`config.mk`:
```
export PLATFORM = sky130hd
export DESIGN_NAME = cidh_ctrl
export DESIGN_NICKNAME = d
export VERILOG_FILES = /design/src/rtl/cidh_pkg.sv /design/src/rtl/cidh_ctrl.sv
export SDC_FILE = /design/constraint.sdc
export NUM_CORES = 1
export LEC_CHECK = 0
export ABC_CLOCK_PERIOD_IN_PS = 1200
export BUFFER_PORTS_ARGS = -buffer_cell sky130_fd_sc_hd__clkbuf_2
export CORE_MARGIN = 2
export CORE_UTILIZATION = 42
export CTS_CLUSTER_SIZE = 20
export DETAILED_ROUTE_END_ITERATION = 10
export PLACE_DENSITY = 0.82
export SLEW_MARGIN = 15
export SYNTH_ARGS = -nofsm -noshare
export SYNTH_HDL_FRONTEND = slang
export SYNTH_SLANG_ARGS = --single-unit
```
`constraint.sdc`:
```
create_clock -name clk -period 1.2 [get_ports clk]
set_input_delay 0.18 -clock clk [delete_from_list [all_inputs] [get_ports clk]]
set_output_delay 0.18 -clock clk [all_outputs]
set_load 0.01 [all_outputs]
```
`src/rtl/cidh_pkg.sv`:
```
// ----------------------------------------------------------------------------
// Connection id hash table package
// Shared sizes, widths, command and status codes, hash constants.
// ----------------------------------------------------------------------------
package cidh_pkg;

  localparam int ID_BYTES = 20;

  // Table geometry; shard and bucket picks are bit masks, so SHARDS and
  // BUCKETS stay powers of two.
  localparam int SHARDS       = 4;
  localparam int BUCKETS      = 256;
  localparam int WAYS         = 4;
  localparam int MAX_ID_BYTES = 20;

  localparam logic [63:0] FNV_START = 64'hcbf29ce484222325;
  localparam logic [63:0] FNV_MUL   = 64'h00000100000001b3;
  localparam logic [63:0] MIX_MUL_A = 64'hbf58476d1ce4e5b9;
  localparam logic [63:0] MIX_MUL_B = 64'h94d049bb133111eb;

  localparam logic [1:0] CMD_INSERT = 2'd0;
  localparam logic [1:0] CMD_LOOKUP = 2'd1;
  localparam logic [1:0] CMD_REMOVE = 2'd2;

  localparam logic [2:0] ST_OK        = 3'd0;
  localparam logic [2:0] ST_DUPLICATE = 3'd1;
  localparam logic [2:0] ST_NOT_FOUND = 3'd2;
  localparam logic [2:0] ST_FULL      = 3'd3;
  localparam logic [2:0] ST_BAD_LEN   = 3'd4;

  // Multiplier operand select for the shared 64-bit product.
  typedef enum logic [1:0] {
    MUL_FNV,
    MUL_MIX_A,
    MUL_MIX_B
  } mul_sel_t;

  // Controller to datapath commands.
  typedef struct packed {
    logic     clear;      // zero the slot under the clearing counter
    logic     load;       // capture request, seed the hash
    logic     xor_byte;   // fold next id byte into the hash
    logic     xor_len;    // fold length into the hash
    logic     mix_shift;  // h ^= h >> sh
    logic [1:0] shift_sel; // 0: 30, 1: 27, 2: 31
    logic     mul;        // h *= constant (multi-cycle partial products)
    mul_sel_t mul_sel;
    logic     read_bucket;
    logic     scan_way;
    logic     commit;
  } cidh_cmd_t;

  // Datapath to controller status.
  typedef struct packed {
    logic clear_done;
    logic bad_len;
    logic bytes_done;
    logic mul_done;
    logic ways_done;
  } cidh_sts_t;

endpackage

```
`src/rtl/cidh_ctrl.sv`:
```
// ----------------------------------------------------------------------------
// Connection id hash table controller
// Sequences the clearing pass, hashing, bucket scan, commit and result
// handshake.
// ----------------------------------------------------------------------------
module cidh_ctrl import cidh_pkg::*; (
  input  logic      clk,
  input  logic      rst,
  input  logic      in_fire,
  input  logic      out_fire,
  input  cidh_sts_t sts,
  output cidh_cmd_t ctl,
  output logic      busy,
  output logic      out_valid
);

  typedef enum logic [3:0] {
    S_CLEAR, S_IDLE, S_BYTE, S_BYTE_MUL, S_LEN, S_LEN_MUL, S_SH1, S_MUL1, S_SH2,
    S_MUL2, S_SH3, S_ADDR, S_SCAN, S_COMMIT, S_OUT
  } state_t;

  state_t state;

  assign busy = state != S_IDLE;

  always_comb begin
    ctl = '0;
    ctl.mul_sel = MUL_FNV;
    ctl.load = in_fire;
    unique case (state)
      S_CLEAR:    ctl.clear = 1'b1;
      S_BYTE:     ctl.xor_byte = !sts.bytes_done;
      S_BYTE_MUL: ctl.mul = 1'b1;
      S_LEN:      ctl.xor_len = 1'b1;
      S_LEN_MUL:  ctl.mul = 1'b1;
      S_SH1:      begin ctl.mix_shift = 1'b1; ctl.shift_sel = 2'd0; end
      S_MUL1:     begin ctl.mul = 1'b1; ctl.mul_sel = MUL_MIX_A; end
      S_SH2:      begin ctl.mix_shift = 1'b1; ctl.shift_sel = 2'd1; end
      S_MUL2:     begin ctl.mul = 1'b1; ctl.mul_sel = MUL_MIX_B; end
      S_SH3:      begin ctl.mix_shift = 1'b1; ctl.shift_sel = 2'd2; end
      S_ADDR:     ctl.read_bucket = 1'b1;
      S_SCAN:     ctl.scan_way = 1'b1;
      S_COMMIT:   ctl.commit = 1'b1;
      default:    ;
    endcase
  end

  always_ff @(posedge clk) begin
    if (rst) begin
      state     <= S_CLEAR;
      out_valid <= 1'b0;
    end else begin
      unique case (state)
        S_CLEAR: if (sts.clear_done) state <= S_IDLE;
        S_IDLE: if (in_fire) begin
          if (sts.bad_len) begin
            state <= S_OUT;
            out_valid <= 1'b1;
          end else begin
            state <= S_BYTE;
          end
        end
        S_BYTE:     state <= sts.bytes_done ? S_LEN : S_BYTE_MUL;
        S_BYTE_MUL: if (sts.mul_done) state <= S_BYTE;
        S_LEN:      state <= S_LEN_MUL;
        S_LEN_MUL:  if (sts.mul_done) state <= S_SH1;
        S_SH1:      state <= S_MUL1;
        S_MUL1:     if (sts.mul_done) state <= S_SH2;
        S_SH2:      state <= S_MUL2;
        S_MUL2:     if (sts.mul_done) state <= S_SH3;
        S_SH3:      state <= S_ADDR;
        S_ADDR:     state <= S_SCAN;
        S_SCAN:     if (sts.ways_done) state <= S_COMMIT;
        S_COMMIT: begin
          state <= S_OUT;
          out_valid <= 1'b1;
        end
        S_OUT: if (out_fire) begin
          state <= S_IDLE;
          out_valid <= 1'b0;
        end
        default: state <= S_IDLE;
      endcase
    end
  end

endmodule
```
==> results by group, run 1 <==
Power
  – Clock power share: 6.5%
  – Flop pwr share: 12.2%
  – Net Switching: 1.68 mW
  – Power Internal: 1.87 mW
  – Power per cell area: 2740 nW/um^2
  – Total power: 3.56 mW
  – Combinational share of power: 81.3%
  – Pleak: 0.600 nW
  – VDD IR-drop max: 1.93 mV
  – Net Sw Frac: 47.3%

Logic synthesis
  – Yosys warning count: 0
  – Synth unique cells: 36
  – Synth area leaders: dfxtp_1 (16%), nor2_1 (4.8%), a32oi_4 (4.4%)
  – Cell Area, Synth: 626 um^2
  – Flops & latches, synth: 5
  – Largest area contributor in the netlist: dfxtp_1
  – Avg Cell Area, Syn: 7.45 um^2
  – Synth Flop Type: dfxtp_1
  – Top-area cell type share of the netlist area: 16.0%
  – Asr flop ratio synth: 0%
  – Register area share after synthesis: 16.0%
  – Syn_nets: 93
  – Synth Instances: 84
  – Top post-synthesis cells by count: nor2_1 (8), nand2_1 (7)
  – Post-synth EDFFs: 0
  – Most frequent cell after synthesis: nor2_1

Worst setup path
  – Crit start category: register
  – Crit-path max FO: 6
  – CP endpoint kind: output port
  – Worst Setup Path Type: reg2out
  – CP arrival: 1.41 ns
  – Required @ worst endpoint: 1.02 ns

Die
  – Starting Density: 46.3%
  – Die W: 42.6 um
  – # IOs: 24
  – Core Footprint: 1350 um^2
  – Row cnt: 13
  – Die area: 1810 um^2
  – Die H: 42.6 um

Timing
  – Fin Setup TNS: -5.26 ns
  – Fin crit share: 132%
  – Final setup viols: 18
  – Worst slew pin tran: 0.383 ns
  – Hold_ws: 0.197 ns
  – RSZ-0062 raised after global routing: true
  – Clock skew: 0.00322 ns
  – Slew margin rel.: 74.2%
  – Max-slew violations: 0
  – FMAX: 631 MHz
  – Final hold viol count: 0
  – Tmin final: 1.59 ns
  – Final WS setup: -0.385 ns

Routing
  – Total number of vias: 1042
  – Vias/cell: 6.81
  – TritonRoute pass-1 iters: 4
  – # DRC: 0
  – Post-DRT Antenna Nets: 0
  – Routed wire length: 4000 um
  – WL per Instance: 26.1 um
  – DR iter-0 viols: 75

Worst hold path
  – Hold WC Path Type: in2reg

Cells and area
  – Nets@finish: 148
  – N_diodes: 0
  – Post-Layout Cell Count: 153
  – Design Area, Final: 1300 um^2
  – Area growth, synth to finish: 108%
  – Final Util: 96.3%
  – Ratio of cells with drive above 1 in the final layout: 72.5%

Clocking
  – Clock buffer depth: 2
  – Root Buffer: clkbuf_4
  – H-tree levels: 1
  – TritonCTS buffer count: 3
  – Worst-Skew Late Latency: 0.27 ns
  – Hold buffers post-CTS: 0
  – Number of clock sinks: 5
  – CTS tree: yes
  – CTS clk-pin slew, worst paths: 0.05 ns

Placed design
  – Placed Area: 881 um^2
  – DP Cell Count: 132
  – Gpl congestion: 0.846
  – Dpl ws: -0.189 ns
  – PortBufs: 23
  – Detailed placer's ending HPWL: 1360 um

Global routing
  – Initial antenna violation count: 0
  – Pin count of the biggest net entering global routing: 12
  – Gr usage total: 31.4%
  – Total grt overflow: 0
  – Number of global-route vias before repair: 878
  – First-pass GRT wire length: 4250 um

Outcome
  – Failing checks: negative setup slack
  – Status: complete, but fails checks

Job
  – Max_cap viols: 0
metal layers:
layer	wire (um)	up-vias	GRT usage, %
met4	299	0	16.9
met5	0	-	0
met3	463	27	3.45
met1	1380	500	36.2
met2	1850	98	55.7
li1	-	417	-
flip-flops by register name, summed over array words and instances (netlist names):
register   count
out_valid      1
state          4
critical path, stage by stage, from the launching register on:
cell     delay, ns
dfxtp_4       0.35
buf_12        0.13
buf_12        0.13
buf_4         0.13
nor3_2        0.18
buf_2         0.21
cells in the final DEF, fill, tap and decap left out, types with 2 or more instances in the layout:
cell type and n:
nor3_1 2, and3b_1 2, buf_6 15, buf_2 10
nor3_2 2, clkbuf_4 3, inv_4 2, nand2_4 4
nor4_4 2, inv_1 3, a31oi_1 4, buf_12 2
a311oi_1 2, o21ai_1 2, nor2_4 2, nor2_2 4
o21ai_0 4, dfxtp_4 4, nand2_1 4, a211oi_2 3
nand2b_4 2, clkbuf_2 11, buf_4 19, nor2_1 2
area by class of cell:
cell class | count | area, um^2
Clock buffer | 4 | 26.3
Inverter | 5 | 23.8
Multi-Input combinational cell | 66 | 627
Fill cell | 32 | 50.0
Sequential cell | 5 | 115
Timing Repair Buffer | 58 | 489
Tap cell | 15 | 18.8
power groups by stage:
stage / registers, mW / logic (mW) / clock network, mW
after floorplan: 0.311 / 1.02 / 0
after global placement: 0.369 / 1.52 / 0
after detailed placement: 0.374 / 1.55 / 0
after CTS: 0.383 / 2.20 / 0.215
after global routing: 0.431 / 2.96 / 0.230
final: 0.435 / 2.89 / 0.230
cells by family after synthesis:
| logic type | share of synthesized area, % |
|---|---|
| compound gates | 31.8 |
| mux | 1.80 |
| simple gates | 38.2 |
| buf+inv | 12.2 |
| flops | 16.0 |
path summary, 6_finish.rpt:
kind / start / end / slack, ns / cells past startpoint
worst min register to register: out_valid / out_valid / 0.60 / 2
worst max-delay path: state[0] / ctl[6] / -0.39 / 5
worst min-delay path: rst / out_valid / 0.20 / 2
worst max register to register: state[2] / state[2] / -0.37 / 5
timing repair:
action | CTS | global route
pin swaps | 8 | 11
gates resized for setup | 34 | 36
gates cloned | 1 | 0
endpoints found under the setup margin | 18 | 18
setup buffers | 10 | 6
(Power assumes the default switching activity.)
==> run 2, diff against run 1 <==
==> constraint.sdc (replaced) <==
create_clock -name clk -period 1.2 [get_ports clk]
set_input_delay 0.3 -clock clk [delete_from_list [all_inputs] [get_ports clk]]
set_output_delay 0.3 -clock clk [all_outputs]
set_load 0.01 [all_outputs]
==> run 2 against run 1 <==
Compared with the run above:
- the flow still finishes with violations (negative setup slack)
- sequential cell count is the same
- sequential share of layout area increased by 1.7 points
- global-route usage shrank 3.9 points
- largest power group unchanged
==> results by group, run 2 (synthesis results as in run 1) <==
Die
  – # IOs: 24 (unchanged)
  – Die area: 1810 um^2 (unchanged)
  – Die H: 42.6 um (unchanged)
  – Core Footprint: 1350 um^2 (unchanged)
  – Row cnt: 13 (unchanged)
  – Starting Density: 46.3% (unchanged)
  – Die W: 42.6 um (unchanged)

Global routing
  – Pin count of the biggest net entering global routing: 15 (+3)
  – Total grt overflow: 0 (unchanged)
  – First-pass GRT wire length: 3720 um (-12%)
  – Gr usage total: 27.5% (-3.9 points)
  – Number of global-route vias before repair: 809 (-7.9%)
  – Initial antenna violation count: 0 (unchanged)

Routing
  – WL per Instance: 16.6 um (-36%)
  – Post-DRT Antenna Nets: 0 (unchanged)
  – Routed wire length: 2350 um (-41%)
  – Total number of vias: 850 (-18%)
  – DR iter-0 viols: 20 (-73%)
  – # DRC: 0 (unchanged)
  – TritonRoute pass-1 iters: 4 (unchanged)
  – Vias/cell: 6.03 (-11%)

Timing
  – RSZ-0062 raised after global routing: true
  – Max-slew violations: 0 (unchanged)
  – FMAX: 649 MHz (+2.9%)
  – Tmin final: 1.54 ns (-0.0451 ns)
  – Clock skew: 0.00184 ns (-0.00138 ns)
  – Worst slew pin tran: 0.314 ns (-0.0685 ns)
  – Fin crit share: 128% (-3.8 points)
  – Final WS setup: -0.340 ns (+0.0451 ns)
  – Final setup viols: 18 (unchanged)
  – Slew margin rel.: 78.9% (+4.7 points)
  – Final hold viol count: 0 (unchanged)

Worst setup path
  – Required @ worst endpoint: 0.90 ns (-0.12 ns)
  – CP endpoint kind: output port
  – Reg2reg setup slack: -0.26 ns (+0.11 ns)
  – Reg2Reg Capture Point: state[2]
  – Crit-path max FO: 6 (unchanged)
  – R2r startpoint: state[2]
  – Worst Setup Path Type: reg2out
  – CP Launch Point: state[1]
  – Reg2Reg Depth: 5 (unchanged)
  – CP arrival: 1.24 ns (-0.17 ns)
  – Crit start category: register

Worst hold path
  – Hold EP: state[3]
  – Min-delay src: rst
  – Hold WC Path Type: in2reg
  – Hold depth: 2 (unchanged)

Cells and area
  – N_diodes: 0 (unchanged)
  – Regs by FF count: state x4, out_valid x1
  – Nets@finish: 136 (-8.1%)
  – Max reg flops: 4 (unchanged)
  – Ratio of cells with drive above 1 in the final layout: 67.5% (-5.0 points)
  – Sequential Area: 113 um^2 (-2.2%)
  – Area growth, synth to finish: 70.8%
  – Biggest register: state
  – Post-Layout Cell Count: 141 (-7.8%)
  – Fillers: 91 (+180%)
  – Area occupied by multi-input gates: 576 um^2 (-8.2%)
  – Most frequent cells in the layout: clkbuf_2 (17), buf_4 (17), buf_6 (7), buf_2 (5)

Clocking
  – CTS tree: yes
  – CTS clk-pin slew, worst paths: 0.04 ns (about the same)
  – TritonCTS buffer count: 3 (unchanged)
  – H-tree levels: 1 (unchanged)
  – Number of clock sinks: 5 (unchanged)
  – Root Buffer: clkbuf_4
  – Clock buffer depth: 2 (unchanged)
  – Hold buffers post-CTS: 0 (unchanged)
  – Worst-Skew Late Latency: 0.24 ns (-0.03 ns)

Placed design
  – DP Cell Count: 127 (-3.8%)
  – PortBufs: 23 (unchanged)
  – Detailed placer's ending HPWL: 1370 um (+0.86%)
  – Gpl congestion: 0.807 (-4.7%)

Outcome
  – Status: complete, but fails checks
  – Failing checks: negative setup slack

Power
  – Pleak: 0.489 nW (-18%)
  – Total power: 2.70 mW (-24%)
  – Power per cell area: 2520 nW/um^2 (-7.8%)
  – VDD IR-drop max: 1.46 mV (-24%)

Job
  – Max_cap viols: 0 (unchanged)
run 2: stage by stage:
| stage | instance area, um^2 | setup WS [ns] | hold WS (ns) | util, % | setup TNS, ns |
|---|---|---|---|---|---|
| floorplan | 716 | -0.109 | 0.368 | - | -0.680 |
| global placement | 868 | -0.148 | 0.550 | 64.3 | -1.46 |
| detailed placement | 868 | -0.198 | 0.540 | 64.3 | -1.99 |
| CTS | 1030 | -0.335 | 0.315 | 76.4 | -4.65 |
| global route | 1070 | -0.390 | 0.334 | 79.1 | -5.91 |
| finish | 1070 | -0.340 | 0.323 | 79.1 | -4.74 |
run 2: what timing repair did:
item	in CTS	in global routing
pin swaps	5	3
gates resized for setup	17	15
buffers inserted	10	0
setup endpoints to repair	18	18
gates cloned	0	0
run 2: worst max path at each step:
stage / cells past startpoint / to
6_report: 5 / ctl[8]
5_1_grt: 5 / ctl[8]
3_3_place_gp: 4 / ctl[8]
2_1_floorplan: 4 / ctl[8]
3_5_place_dp: 4 / state[2]
4_1_cts: 5 / ctl[8]
run 2: report_power, final:
part           internal [mW]  switching [mW]
Clock                  0.126          0.0686
Sequential             0.258           0.127
Combinational           1.05            1.07
Total                   1.43            1.26
run 2: critical path, cell delays in order, from the launching register on:
cell,delay [ns]
dfxtp_4,0.38
buf_6,0.12
nand2_4,0.04
mux2_4,0.27
nor2_4,0.08
buf_6,0.10
run 2: metal layers:
layer  vias up  wire length [um]  global-route usage (%)
met5         -                 0                       0
met3        12               148                    3.88
met1       389               882                    33.2
met2        51              1210                    46.2
li1        398                 -                       -
met4         0               106                    15.0
run 2: layout make-up:
type	instances	share of cell area, %
clock buffer	4	2.46
inverter	5	1.76
multi-input combinational	66	53.9
sequential	5	10.5
tap	15	1.76
timing repair buffer	46	29.6
